## config.mk

```make
export PLATFORM = sky130hd
export DESIGN_NAME = encoder_pid_position_loop
export DESIGN_NICKNAME = d
export VERILOG_FILES = /design/src/hw/rtl/epid_pkg.sv /design/src/hw/rtl/encoder_pid_position_loop.sv /design/src/hw/rtl/epid_mac.sv /design/src/hw/rtl/epid_bdiv.sv
export SDC_FILE = /design/constraint.sdc
export NUM_CORES = 2
export LEC_CHECK = 0
export ABC_AREA = 0
export BUFFER_PORTS_ARGS = -buffer_cell sky130_fd_sc_hd__buf_4
export CAP_MARGIN = 20
export CORE_MARGIN = 1
export CORE_UTILIZATION = 40
export DETAILED_ROUTE_END_ITERATION = 12
export PLACE_DENSITY = 0.63
export SLEW_MARGIN = 20
export SYNTH_ARGS = -nofsm -noshare
export SYNTH_HDL_FRONTEND = slang
export SYNTH_HIERARCHICAL = 1
export SYNTH_SLANG_ARGS = --single-unit
```

## constraint.sdc

```tcl
create_clock -name clk -period 10.5 [get_ports clk]
set_clock_uncertainty 0.05 [all_clocks]
set_input_delay 1.05 -clock clk [delete_from_list [all_inputs] [get_ports clk]]
set_output_delay 1.05 -clock clk [all_outputs]
set_load 0.005 [all_outputs]
```

## src/hw/rtl/epid_pkg.sv

```systemverilog
`timescale 1ns / 1ps
`default_nettype none

package epid_pkg;

	// encoder geometry
	localparam int ENC_COUNTS    = 16384;
	localparam int ENC_HALF      = ENC_COUNTS / 2;
	localparam int ENC_SHIFT     = $clog2(ENC_COUNTS);
	localparam int TARGET_RESET  = ENC_COUNTS / 2;
	localparam int TARGET_PRESET = ENC_COUNTS / 8;

	// field widths
	localparam int RAW_W    = 14;
	localparam int MV_W     = 16;
	localparam int GAIN_W   = 16;
	localparam int CNT_W    = 32;
	localparam int TGT_W    = 16;
	localparam int VOLT_W   = 16;
	localparam int IN_W     = 48;
	localparam int OUT_W    = 96;
	localparam int CFG_IDX_W = 2;

	// input request layout, lowest bit first
	localparam int IN_MRAW_LSB  = 0;
	localparam int IN_SRAW_LSB  = IN_MRAW_LSB + RAW_W;
	localparam int IN_MV_LSB    = IN_SRAW_LSB + RAW_W;
	localparam int IN_ZERO_BIT  = IN_MV_LSB + MV_W;
	localparam int IN_PLUS_BIT  = IN_ZERO_BIT + 1;
	localparam int IN_MINUS_BIT = IN_PLUS_BIT + 1;
	localparam int IN_EN_BIT    = IN_MINUS_BIT + 1;

	// loop arithmetic widths, angles in quarter counts
	localparam int ANG_W  = 35;
	localparam int SPD_W  = ANG_W + 1;
	localparam int INT_W  = 48;
	localparam int HALF_W = INT_W / 2;
	localparam int PROD_W = GAIN_W + HALF_W + 2;
	localparam int MAC_W  = 66;

	// integral clamp scaling
	localparam int LIM_SHIFT = ENC_SHIFT + 2;
	localparam int SET_SHIFT = ENC_SHIFT - 6;

	// drive scaling and limit
	localparam int VOLT_SCALE = 20;
	localparam int VOLT_MAX   = 20480;

	// battery filter
	localparam int BATT_W      = 32;
	localparam int BATT_NUM_W  = 40;
	localparam int BATT_POLE   = 99;
	localparam int BATT_DEN    = 100;
	localparam int BATT_RND    = 50;
	localparam int BATT_FRAC   = 16;
	localparam logic [BATT_W-1:0] BATT_RESET = BATT_W'(24000) << BATT_FRAC;

	// configuration registers
	localparam logic [GAIN_W-1:0] PROP_RESET  = 16'd5120;
	localparam logic [GAIN_W-1:0] DERIV_RESET = 16'd10240;
	localparam logic [GAIN_W-1:0] INTEG_RESET = 16'd0;
	localparam logic [GAIN_W-1:0] LIMIT_RESET = 16'd256;

	typedef enum logic [CFG_IDX_W-1:0] {
		REG_PROP_GAIN   = 2'd0,
		REG_DERIV_GAIN  = 2'd1,
		REG_INTEG_GAIN  = 2'd2,
		REG_INTEG_LIMIT = 2'd3
	} reg_idx_t;

	typedef enum logic [4:0] {
		ST_IDLE,
		ST_DELTA,
		ST_ACC,
		ST_ANGLE,
		ST_ERR,
		ST_INTEG,
		ST_KI_LO,
		ST_KI_HI,
		ST_CLAMP,
		ST_KD_LO,
		ST_KD_HI,
		ST_KI2_LO,
		ST_KI2_HI,
		ST_KP_LO,
		ST_KP_HI,
		ST_SCALE,
		ST_OUT
	} state_t;

	typedef enum logic [1:0] {
		MOP_INTEG,
		MOP_SPEED,
		MOP_ERR
	} mac_op_t;

	typedef struct packed {
		logic en;
		logic clear;
		logic hi;
	} mac_ctrl_t;

endpackage

`default_nettype wire

```

## src/hw/rtl/encoder_pid_position_loop.sv

```systemverilog
`timescale 1ns / 1ps
`default_nettype none

// Position loop for a geared drive with two absolute encoders. Each request on
// the s_ side is one control tick: both encoder readings are unwrapped and
// accumulated, a PID with derivative on measurement runs on the motor angle
// against the preset target times 36/16 with a clamped integral, and the
// battery sample is smoothed by a 0.99/0.01 filter. One result leaves on the
// m_ side per tick. A tick holds the block from acceptance until its result is
// loaded: a small sequencer runs eight passes through one shared 17x25-bit
// multiply-accumulate unit, while the battery division by 100 runs alongside.
// s_tready is high only between ticks; a finished result waits in the output
// register, so the next tick may be accepted before it is taken.
// Configuration writes belong in idle periods; an index has four registers:
// proportional gain, derivative gain, integral gain, integral limit.
module encoder_pid_position_loop (
	input  logic                                 clk,
	input  logic                                 arst_n,
	// motor_raw, steer_raw, battery_mv, zero_counts, preset_plus, preset_minus,
	// enable
	input  logic                                 s_tvalid,
	output logic                                 s_tready,
	input  logic [epid_pkg::IN_W-1:0]            s_tdata,
	// drive_voltage, battery_filtered_mv, motor_count, steer_count
	output logic                                 m_tvalid,
	input  logic                                 m_tready,
	output logic [epid_pkg::OUT_W-1:0]           m_tdata,
	input  logic                                 cfg_wen,
	input  logic [epid_pkg::CFG_IDX_W-1:0]       cfg_idx,
	input  logic [epid_pkg::GAIN_W-1:0]          cfg_wdata
);

	localparam int UNW_W = epid_pkg::RAW_W + 2;

	function automatic logic signed [UNW_W-1:0] unwrap(
		input logic [epid_pkg::RAW_W-1:0] prv,
		input logic [epid_pkg::RAW_W-1:0] now
	);
		logic signed [UNW_W-1:0] d;
		d = $signed(UNW_W'(prv)) - $signed(UNW_W'(now));
		if (d > $signed(UNW_W'(epid_pkg::ENC_HALF))) begin
			d = d - $signed(UNW_W'(epid_pkg::ENC_COUNTS));
		end else if (d < -$signed(UNW_W'(epid_pkg::ENC_HALF))) begin
			d = d + $signed(UNW_W'(epid_pkg::ENC_COUNTS));
		end
		return d;
	endfunction

	epid_pkg::state_t state_q, state_d;

	// configuration
	logic [epid_pkg::GAIN_W-1:0] kp_q, kd_q, ki_q, lim_q;

	// loop state
	logic [epid_pkg::RAW_W-1:0]         prev_mraw_q, prev_sraw_q;
	logic [epid_pkg::CNT_W-1:0]         macc_q, sacc_q;
	logic signed [epid_pkg::TGT_W-1:0]  target_q;
	logic signed [epid_pkg::ANG_W-1:0]  prev_angle_q;
	logic signed [epid_pkg::INT_W-1:0]  integ_q;
	logic [epid_pkg::BATT_W-1:0]        batt_q;

	// captured request and working values
	logic [epid_pkg::RAW_W-1:0]         mraw_q, sraw_q;
	logic [epid_pkg::MV_W-1:0]          mv_q;
	logic                               zero_q, plus_q, minus_q, en_q;
	logic signed [UNW_W-1:0]            dm_q, ds_q;
	logic signed [epid_pkg::ANG_W-1:0]  angle_q, err_q;
	logic signed [epid_pkg::SPD_W-1:0]  speed_q;
	logic signed [epid_pkg::MAC_W-1:0]  scaled_q;

	// output register
	logic                               out_valid_q;
	logic [epid_pkg::OUT_W-1:0]         out_data_q;

	// sequencer outputs
	epid_pkg::mac_ctrl_t                mac_ctrl;
	epid_pkg::mac_op_t                  mac_op;
	logic                               div_start;
	logic                               out_load;

	// shared unit signals
	logic [epid_pkg::GAIN_W-1:0]        mac_gain;
	logic signed [epid_pkg::INT_W-1:0]  mac_opnd;
	logic signed [epid_pkg::MAC_W-1:0]  mac_acc;
	logic                               div_busy;
	logic [epid_pkg::BATT_W-1:0]        div_quot;
	logic [epid_pkg::BATT_NUM_W-1:0]    batt_numer;

	// datapath helpers
	logic                               in_req;
	logic signed [epid_pkg::ANG_W-1:0]  angle_d;
	logic signed [epid_pkg::ANG_W-1:0]  target9;
	logic signed [epid_pkg::INT_W:0]    integ_sum;
	logic signed [epid_pkg::INT_W-1:0]  integ_sat;
	logic signed [epid_pkg::MAC_W-1:0]  clamp_lim;
	logic signed [epid_pkg::INT_W-1:0]  clamp_set;
	logic signed [epid_pkg::MAC_W-1:0]  volts_full;
	logic signed [epid_pkg::VOLT_W-1:0] drive;
	logic [epid_pkg::BATT_W:0]          batt_rnd;

	assign s_tready = (state_q == epid_pkg::ST_IDLE);
	assign in_req   = s_tvalid && s_tready;

	// state register
	always_ff @(posedge clk or negedge arst_n) begin
		if (!arst_n) begin
			state_q <= epid_pkg::ST_IDLE;
		end else begin
			state_q <= state_d;
		end
	end

	// next state and step controls
	always_comb begin
		state_d      = state_q;
		mac_ctrl     = '0;
		mac_op       = epid_pkg::MOP_INTEG;
		div_start    = 1'b0;
		out_load     = 1'b0;
		case (state_q)
			epid_pkg::ST_IDLE: begin
				if (s_tvalid) state_d = epid_pkg::ST_DELTA;
			end
			epid_pkg::ST_DELTA: begin
				div_start = 1'b1;
				state_d   = epid_pkg::ST_ACC;
			end
			epid_pkg::ST_ACC:   state_d = epid_pkg::ST_ANGLE;
			epid_pkg::ST_ANGLE: state_d = epid_pkg::ST_ERR;
			epid_pkg::ST_ERR:   state_d = epid_pkg::ST_INTEG;
			epid_pkg::ST_INTEG: state_d = epid_pkg::ST_KI_LO;
			epid_pkg::ST_KI_LO: begin
				mac_ctrl.en    = 1'b1;
				mac_ctrl.clear = 1'b1;
				state_d        = epid_pkg::ST_KI_HI;
			end
			epid_pkg::ST_KI_HI: begin
				mac_ctrl.en = 1'b1;
				mac_ctrl.hi = 1'b1;
				state_d     = epid_pkg::ST_CLAMP;
			end
			epid_pkg::ST_CLAMP: state_d = epid_pkg::ST_KD_LO;
			epid_pkg::ST_KD_LO: begin
				mac_ctrl.en    = 1'b1;
				mac_ctrl.clear = 1'b1;
				mac_op         = epid_pkg::MOP_SPEED;
				state_d        = epid_pkg::ST_KD_HI;
			end
			epid_pkg::ST_KD_HI: begin
				mac_ctrl.en = 1'b1;
				mac_ctrl.hi = 1'b1;
				mac_op      = epid_pkg::MOP_SPEED;
				state_d     = epid_pkg::ST_KI2_LO;
			end
			epid_pkg::ST_KI2_LO: begin
				mac_ctrl.en = 1'b1;
				state_d     = epid_pkg::ST_KI2_HI;
			end
			epid_pkg::ST_KI2_HI: begin
				mac_ctrl.en = 1'b1;
				mac_ctrl.hi = 1'b1;
				state_d     = epid_pkg::ST_KP_LO;
			end
			epid_pkg::ST_KP_LO: begin
				mac_ctrl.en = 1'b1;
				mac_op      = epid_pkg::MOP_ERR;
				state_d     = epid_pkg::ST_KP_HI;
			end
			epid_pkg::ST_KP_HI: begin
				mac_ctrl.en = 1'b1;
				mac_ctrl.hi = 1'b1;
				mac_op      = epid_pkg::MOP_ERR;
				state_d     = epid_pkg::ST_SCALE;
			end
			epid_pkg::ST_SCALE: state_d = epid_pkg::ST_OUT;
			epid_pkg::ST_OUT: begin
				if ((!out_valid_q || m_tready) && !div_busy) begin
					out_load = 1'b1;
					state_d  = epid_pkg::ST_IDLE;
				end
			end
			default: state_d = epid_pkg::ST_IDLE;
		endcase
	end

	// operand and gain for the shared unit
	always_comb begin
		case (mac_op)
			epid_pkg::MOP_INTEG: begin
				mac_gain = ki_q;
				mac_opnd = integ_q;
			end
			epid_pkg::MOP_SPEED: begin
				mac_gain = kd_q;
				mac_opnd = epid_pkg::INT_W'(speed_q);
			end
			epid_pkg::MOP_ERR: begin
				mac_gain = kp_q;
				mac_opnd = epid_pkg::INT_W'(err_q);
			end
			default: begin
				mac_gain = '0;
				mac_opnd = '0;
			end
		endcase
	end

	epid_mac u_mac (
		.clk  (clk),
		.ctrl (mac_ctrl),
		.gain (mac_gain),
		.opnd (mac_opnd),
		.acc  (mac_acc)
	);

	// battery filter numerator, divided by the constant denominator alongside
	assign batt_numer = epid_pkg::BATT_NUM_W'(batt_q) * epid_pkg::BATT_NUM_W'(epid_pkg::BATT_POLE)
		+ (epid_pkg::BATT_NUM_W'(mv_q) << epid_pkg::BATT_FRAC)
		+ epid_pkg::BATT_NUM_W'(epid_pkg::BATT_RND);

	epid_bdiv u_bdiv (
		.clk    (clk),
		.arst_n (arst_n),
		.start  (div_start),
		.numer  (batt_numer),
		.busy   (div_busy),
		.quot   (div_quot)
	);

	// angle in quarter counts, offset by half a turn
	assign angle_d = $signed({macc_q[epid_pkg::CNT_W-1], macc_q, 2'b00})
		- $signed(epid_pkg::ANG_W'(2 * epid_pkg::ENC_COUNTS));
	assign target9 = (epid_pkg::ANG_W'(target_q) <<< 3) + epid_pkg::ANG_W'(target_q);

	// saturating integral update
	assign integ_sum = (epid_pkg::INT_W + 1)'(integ_q) + (epid_pkg::INT_W + 1)'(err_q);
	always_comb begin
		if (integ_sum[epid_pkg::INT_W] != integ_sum[epid_pkg::INT_W-1]) begin
			integ_sat = integ_sum[epid_pkg::INT_W] ?
				$signed({1'b1, {(epid_pkg::INT_W-1){1'b0}}}) :
				$signed({1'b0, {(epid_pkg::INT_W-1){1'b1}}});
		end else begin
			integ_sat = integ_sum[epid_pkg::INT_W-1:0];
		end
	end

	// clamp threshold on gain times integral, and the value it is set to
	assign clamp_lim = $signed(epid_pkg::MAC_W'(lim_q)) <<< epid_pkg::LIM_SHIFT;
	assign clamp_set = $signed(epid_pkg::INT_W'(lim_q)) <<< epid_pkg::SET_SHIFT;

	// rounded shift to volts, saturation and enable
	assign volts_full = scaled_q >>> epid_pkg::ENC_SHIFT;
	always_comb begin
		if (volts_full > $signed(epid_pkg::MAC_W'(epid_pkg::VOLT_MAX))) begin
			drive = epid_pkg::VOLT_W'(epid_pkg::VOLT_MAX);
		end else if (volts_full < -$signed(epid_pkg::MAC_W'(epid_pkg::VOLT_MAX))) begin
			drive = -epid_pkg::VOLT_W'(epid_pkg::VOLT_MAX);
		end else begin
			drive = volts_full[epid_pkg::VOLT_W-1:0];
		end
		if (!en_q) drive = '0;
	end

	// battery rounded to whole millivolts
	assign batt_rnd = {1'b0, div_quot} + ((epid_pkg::BATT_W + 1)'(1) << (epid_pkg::BATT_FRAC - 1));

	// configuration and loop state
	always_ff @(posedge clk or negedge arst_n) begin
		if (!arst_n) begin
			kp_q         <= epid_pkg::PROP_RESET;
			kd_q         <= epid_pkg::DERIV_RESET;
			ki_q         <= epid_pkg::INTEG_RESET;
			lim_q        <= epid_pkg::LIMIT_RESET;
			prev_mraw_q  <= '0;
			prev_sraw_q  <= '0;
			macc_q       <= '0;
			sacc_q       <= '0;
			target_q     <= epid_pkg::TGT_W'(epid_pkg::TARGET_RESET);
			prev_angle_q <= '0;
			integ_q      <= '0;
			batt_q       <= epid_pkg::BATT_RESET;
			out_valid_q  <= 1'b0;
		end else begin
			if (cfg_wen) begin
				case (epid_pkg::reg_idx_t'(cfg_idx))
					epid_pkg::REG_PROP_GAIN:   kp_q  <= cfg_wdata;
					epid_pkg::REG_DERIV_GAIN:  kd_q  <= cfg_wdata;
					epid_pkg::REG_INTEG_GAIN:  ki_q  <= cfg_wdata;
					epid_pkg::REG_INTEG_LIMIT: lim_q <= cfg_wdata;
					default: ;
				endcase
			end
			case (state_q)
				epid_pkg::ST_DELTA: begin
					prev_mraw_q <= mraw_q;
					prev_sraw_q <= sraw_q;
				end
				epid_pkg::ST_ACC: begin
					macc_q <= zero_q ? '0 : macc_q + epid_pkg::CNT_W'(dm_q);
					sacc_q <= zero_q ? '0 : sacc_q + epid_pkg::CNT_W'(ds_q);
					if (minus_q) begin
						target_q <= -epid_pkg::TGT_W'(epid_pkg::TARGET_PRESET);
					end else if (plus_q) begin
						target_q <= epid_pkg::TGT_W'(epid_pkg::TARGET_PRESET);
					end
				end
				epid_pkg::ST_ERR:   prev_angle_q <= angle_q;
				epid_pkg::ST_INTEG: integ_q <= integ_sat;
				epid_pkg::ST_CLAMP: begin
					if (ki_q != '0) begin
						if (mac_acc > clamp_lim) begin
							integ_q <= clamp_set;
						end else if (mac_acc < -clamp_lim) begin
							integ_q <= -clamp_set;
						end
					end
				end
				epid_pkg::ST_OUT: begin
					if (out_load) batt_q <= div_quot;
				end
				default: ;
			endcase
			// output register
			if (out_load) begin
				out_valid_q <= 1'b1;
			end else if (m_tready) begin
				out_valid_q <= 1'b0;
			end
		end
	end

	// request capture and working values
	always_ff @(posedge clk) begin
		if (in_req) begin
			mraw_q  <= s_tdata[epid_pkg::IN_MRAW_LSB +: epid_pkg::RAW_W];
			sraw_q  <= s_tdata[epid_pkg::IN_SRAW_LSB +: epid_pkg::RAW_W];
			mv_q    <= s_tdata[epid_pkg::IN_MV_LSB +: epid_pkg::MV_W];
			zero_q  <= s_tdata[epid_pkg::IN_ZERO_BIT];
			plus_q  <= s_tdata[epid_pkg::IN_PLUS_BIT];
			minus_q <= s_tdata[epid_pkg::IN_MINUS_BIT];
			en_q    <= s_tdata[epid_pkg::IN_EN_BIT];
		end
		case (state_q)
			epid_pkg::ST_DELTA: begin
				dm_q <= unwrap(prev_mraw_q, mraw_q);
				ds_q <= unwrap(prev_sraw_q, sraw_q);
			end
			epid_pkg::ST_ANGLE: angle_q <= angle_d;
			epid_pkg::ST_ERR: begin
				err_q   <= target9 - angle_q;
				speed_q <= epid_pkg::SPD_W'(prev_angle_q) - epid_pkg::SPD_W'(angle_q);
			end
			epid_pkg::ST_SCALE: begin
				scaled_q <= mac_acc * $signed(epid_pkg::MAC_W'(epid_pkg::VOLT_SCALE))
					+ $signed(epid_pkg::MAC_W'(epid_pkg::ENC_HALF));
			end
			default: ;
		endcase
		if (out_load) begin
			out_data_q <= {sacc_q, macc_q, batt_rnd[epid_pkg::BATT_W-1:epid_pkg::BATT_FRAC],
				drive};
		end
	end

	assign m_tvalid = out_valid_q;
	assign m_tdata  = out_data_q;

endmodule

`default_nettype wire

```

## src/hw/rtl/epid_mac.sv

```systemverilog
`timescale 1ns / 1ps
`default_nettype none

module epid_mac (
	input  logic                                   clk,
	input  epid_pkg::mac_ctrl_t                    ctrl,
	input  logic        [epid_pkg::GAIN_W-1:0]     gain,
	input  logic signed [epid_pkg::INT_W-1:0]      opnd,
	output logic signed [epid_pkg::MAC_W-1:0]      acc
);

	logic signed [epid_pkg::GAIN_W:0]   mul_a;
	logic signed [epid_pkg::HALF_W:0]   mul_b;
	logic signed [epid_pkg::PROD_W-1:0] prod;
	logic signed [epid_pkg::MAC_W-1:0]  addend;
	logic signed [epid_pkg::MAC_W-1:0]  acc_q;

	// gain times one half of the operand, upper half signed
	assign mul_a = $signed({1'b0, gain});
	assign mul_b = ctrl.hi ?
		$signed({opnd[epid_pkg::INT_W-1], opnd[epid_pkg::INT_W-1:epid_pkg::HALF_W]}) :
		$signed({1'b0, opnd[epid_pkg::HALF_W-1:0]});
	assign prod  = mul_a * mul_b;

	// align upper partial product
	assign addend = ctrl.hi ? (epid_pkg::MAC_W'(prod) <<< epid_pkg::HALF_W) :
		epid_pkg::MAC_W'(prod);

	// accumulator
	always_ff @(posedge clk) begin
		if (ctrl.en) begin
			acc_q <= ctrl.clear ? addend : acc_q + addend;
		end
	end

	assign acc = acc_q;

endmodule

`default_nettype wire

```

## src/hw/rtl/epid_bdiv.sv

```systemverilog
`timescale 1ns / 1ps
`default_nettype none

module epid_bdiv (
	input  logic                              clk,
	input  logic                              arst_n,
	input  logic                              start,
	input  logic [epid_pkg::BATT_NUM_W-1:0]   numer,
	output logic                              busy,
	output logic [epid_pkg::BATT_W-1:0]       quot
);

	localparam int DIGIT     = 4;
	localparam int STEPS     = epid_pkg::BATT_NUM_W / DIGIT;
	localparam int STEP_W    = $clog2(STEPS);
	localparam int REM_W     = $clog2(epid_pkg::BATT_DEN);
	localparam logic [REM_W:0] DEN = (REM_W + 1)'(epid_pkg::BATT_DEN);
	localparam logic [STEP_W-1:0] LAST = STEP_W'(STEPS - 1);

	logic [epid_pkg::BATT_NUM_W-1:0] num_q;
	logic [REM_W-1:0]                rem_q;
	logic [STEP_W-1:0]               step_q;
	logic                            busy_q;
	logic [REM_W-1:0]                rem_d;
	logic [DIGIT-1:0]                qdig;

	// four restoring steps per cycle against the constant divisor
	always_comb begin
		logic [REM_W:0] trial;
		rem_d = rem_q;
		qdig  = '0;
		for (int i = 0; i < DIGIT; i++) begin
			trial = {rem_d, num_q[epid_pkg::BATT_NUM_W-1-i]};
			if (trial >= DEN) begin
				qdig[DIGIT-1-i] = 1'b1;
				rem_d = REM_W'(trial - DEN);
			end else begin
				rem_d = trial[REM_W-1:0];
			end
		end
	end

	// step control
	always_ff @(posedge clk or negedge arst_n) begin
		if (!arst_n) begin
			busy_q <= 1'b0;
			step_q <= '0;
		end else if (start) begin
			busy_q <= 1'b1;
			step_q <= '0;
		end else if (busy_q) begin
			step_q <= step_q + 1'b1;
			if (step_q == LAST) begin
				busy_q <= 1'b0;
			end
		end
	end

	// numerator shifts out, quotient digits shift in
	always_ff @(posedge clk) begin
		if (start) begin
			num_q <= numer;
			rem_q <= '0;
		end else if (busy_q) begin
			num_q <= {num_q[epid_pkg::BATT_NUM_W-DIGIT-1:0], qdig};
			rem_q <= rem_d;
		end
	end

	assign busy = busy_q;
	assign quot = num_q[epid_pkg::BATT_W-1:0];

endmodule

`default_nettype wire

```

==> metrics.md <==
| Metric | Value |
|---|---|
| Outcome | finished, final reports clean |
| Highest-delay cell along the critical path | fa_1 |
| Sequential cell area | 20200 um^2 |
| Clk buf depth | 3 |
| Leading register cell type out of synthesis | edfxtp_1 |
| GRT overflow | 0 |
| Avg Cell Area, Syn | 9.53 um^2 |
| Final Hold Viols | 0 |
| Synth Instances | 7308 |
| First-pass GRT wire length | 303000 um |
| CTS Buf Count | 82 |
| Synth area leader | edfxtp_1 |
| Synth-to-Final Area Change | 15.8% |
| Final setup viols | 0 |
| Overall die area | 176000 um^2 |
| Post-synth top area share | 0.187 |
| Critical R2R Launch | state_q[2]$_DFFE_PN0P_ |
| Die H | 419 um |
| Nets | 9052 |
| # H-tree levels | 3 |
| DR vias | 54800 |
| Worst Setup End Kind | register |
| Core ar. | 172000 um^2 |
| Share of cells above drive strength 1 | 0.160 |
| Largest net degree at the start of global routing | 134 |
| Top Ports | 169 |
| Clock sink count | 723 |
| CTS tree | done |
| Post-Syn Nets | 8544 |
| Req. time, crit path | 10.87 ns |
| Area of the multi-input gates | 46000 um^2 |
| Cell Count Post-Placement | 10000 |
| Unique masters post-synth | 121 |
| Final Cycle Share | 0.987 |
| Count of state elements after synthesis | 723 |
| Synth top area cells | edfxtp_1 19%, fa_1 14%, ha_1 12% |
| Root buf cell | clkbuf_16 |
| Post-synth ARST share | 0.390 |
| Sum Neg Setup Slack | 0 ns |
| DRT Pass-1 Iters | 6 |
| Via density | 5.37 |
| Vias in the first global route | 55200 |
| Gpl congestion | 0.949 |
| Critical Path Most Common Cell | fa_1 |
| Fillers | 16300 |
| Clock transition at path regs | 0.06 ns |
| Initial drt markers | 3498 |
| Total GRT Usage | 0.218 |
| Max cap viols | 0 |
| Post-layout util | 0.468 |
| Number of antenna violations at the first check in global routing | 4 |
| Clock Latency Late Sink | 0.71 ns |
| Post-synthesis sequential area ratio | 0.291 |
| CP Class | reg2reg |
| Crit-path max cell delay | 0.55 ns |
| Setup repair after global routing missed its margin | true |
| Worst reg2reg endpoint | u_mac/acc[65]$_DFFE_PP_ |
| Port bufs | 168 |
| Synth Cell Area | 69700 um^2 |
| CP Max Fanout | 7 |
| Post-Layout Cell Count | 10200 |
| Routed len/inst | 19.0 um |
| FP Rows | 152 |
| Worst R2R Path Depth | 40 |
| Routed Antenna Nets | 0 |
| Hold_buf cts | 0 |
| Die X | 419 um |
| Final Max Tran Viols | 0 |
| HP Class | in2async |
| Slew HR | 0.186 |
| Drt total wl | 194000 um |
| R2r setup slk | 0.14 ns |
| CP startpoint kind | register |
| Ys Warns | 6 |
| EDFF count, synth | 434 |
| Dpl hpwl | 153000 um |
| Arr. time, crit path | 10.73 ns |
| Post-route DRC | 0 |
| Fmax | 96.5 MHz |
| Minimum clock period | 10.36 ns |
| Worst-Margin Slew | 1.21 ns |
| Initial Utilization | 0.404 |
-- critical path, delay by kind of cell (launching register included) --
| family | cells | cell delay [ns] |
|---|---|---|
| AOI/OAI and AO/OA | 13 | 2.92 |
| and+or+nand+nor | 6 | 1.21 |
| buffers and inverters | 10 | 1.11 |
| xor gates and xnor gates | 2 | 0.29 |
| muxes | 1 | 0.36 |
| adders and majority gates | 8 | 3.65 |
| DFF | 1 | 0.49 |
-- per-stage QoR --
step                      cell area, um^2  hold slack (ns)  setup WS (ns)
after floorplan                     69700            0.391         0.0334
after global placement              76600            0.415         -0.294
after detailed placement            76600            0.423         -0.406
after CTS                           79600            0.337       -0.00720
after global routing                80700            0.380         -0.130
final                               80700            0.317          0.138
-- worst max path at each step --
stage / startpoint / to / cells after the start
6_report: state_q[2]$_DFFE_PN0P_ / u_mac/acc[65]$_DFFE_PP_ / 40
2_1_floorplan: state_q[2]$_DFFE_PN0P_ / u_mac/acc[65]$_DFFE_PP_ / 41
3_3_place_gp: state_q[2]$_DFFE_PN0P_ / u_mac/acc[65]$_DFFE_PP_ / 39
3_5_place_dp: state_q[2]$_DFFE_PN0P_ / u_mac/acc[65]$_DFFE_PP_ / 39
4_1_cts: state_q[2]$_DFFE_PN0P_ / u_mac/acc[65]$_DFFE_PP_ / 42
5_1_grt: state_q[0]$_DFFE_PN0P_ / u_mac/acc[53]$_DFFE_PP_ / 43
-- Yosys cell counts, types with 113 or more instances --
cell and number:
fa_1 471, ha_1 694, a21oi_1 449, nor2_1 316, dfrtp_1 269, clkbuf_1 201, nor3_1 116, nand3_1 113
inv_1 838, xnor2_1 301, and2_1 216, a21o_1 243, edfxtp_1 434, mux2_2 189, nand2_1 744, o21ai_0 381
xor2_1 149
-- registers in the layout, summed over array words and instances (netlist names), 33 cells and up --
signal / flops
integ_q: 47
err_q: 33
u_bdiv/num_q: 40
m_tdata: 96
prev_angle_q: 33
scaled_q: 52
speed_q: 34
angle_q: 33
u_mac/acc: 66
-- what timing repair did --
item                                    in CTS  in global routing
endpoints found under the setup margin      20                 34
cloned                                       2                  4
resized for setup                           40                164
buffers inserted                             5                 33
pin swaps                                   16                102
-- cells in the final DEF (no fill, tap or decap), drive strengths merged, types with 61 or more instances in the layout --
master / count
inv: 843
edfxtp: 434
xnor2: 301
clkbuf: 109
nand4: 97
nor2b: 61
nand3: 113
buf: 703
nor3: 116
mux2i: 61
and2: 216
nand2: 746
nand2b: 66
o21bai: 68
mux2: 193
dfrtp: 269
ha: 694
a21oi: 455
nor2: 318
xor2: 150
a21o: 245
fa: 471
o21ai: 398
-- routing by layer --
layer	part of all wire	vias to the layer above	wire length (um)	track usage
met5	0	-	0	0
met4	0.035	0	6790	0.0734
met3	0.048	297	9260	0.0287
met2	0.48	1240	93200	0.373
met1	0.44	26800	84600	0.282
li1	-	26400	-	-
-- cells by family (layout without fill, tap and decap cells) --
kind of cell	Yosys count	in the layout	synth area share
flip-flops	723	723	0.291
other	0	3	0
XOR/XNOR	451	451	0.0568
buffers and inverters	1124	1694	0.0630
multiplexers	254	254	0.0403
adder cells (fa/ha/maj)	1165	1165	0.260
AO/OA/AOI/OAI	1637	1637	0.152
AND/OR/NAND/NOR	1954	1956	0.137
-- final cells by class --
| type | instances | area share |
|---|---|---|
| multi-input combinational | 5463 | 0.570 |
| sequential | 723 | 0.251 |
| timing repair buffer | 706 | 0.0701 |
| inverter | 840 | 0.0391 |
| tap | 2310 | 0.0358 |
| clock buffer | 106 | 0.0276 |
| clock inverter | 42 | 0.00602 |
| antenna | 3 | 0.0000930 |
Power is left out: the tool's default activity adds up to more than one toggle a clock period on the data nets, which glitch-free logic cannot reach.
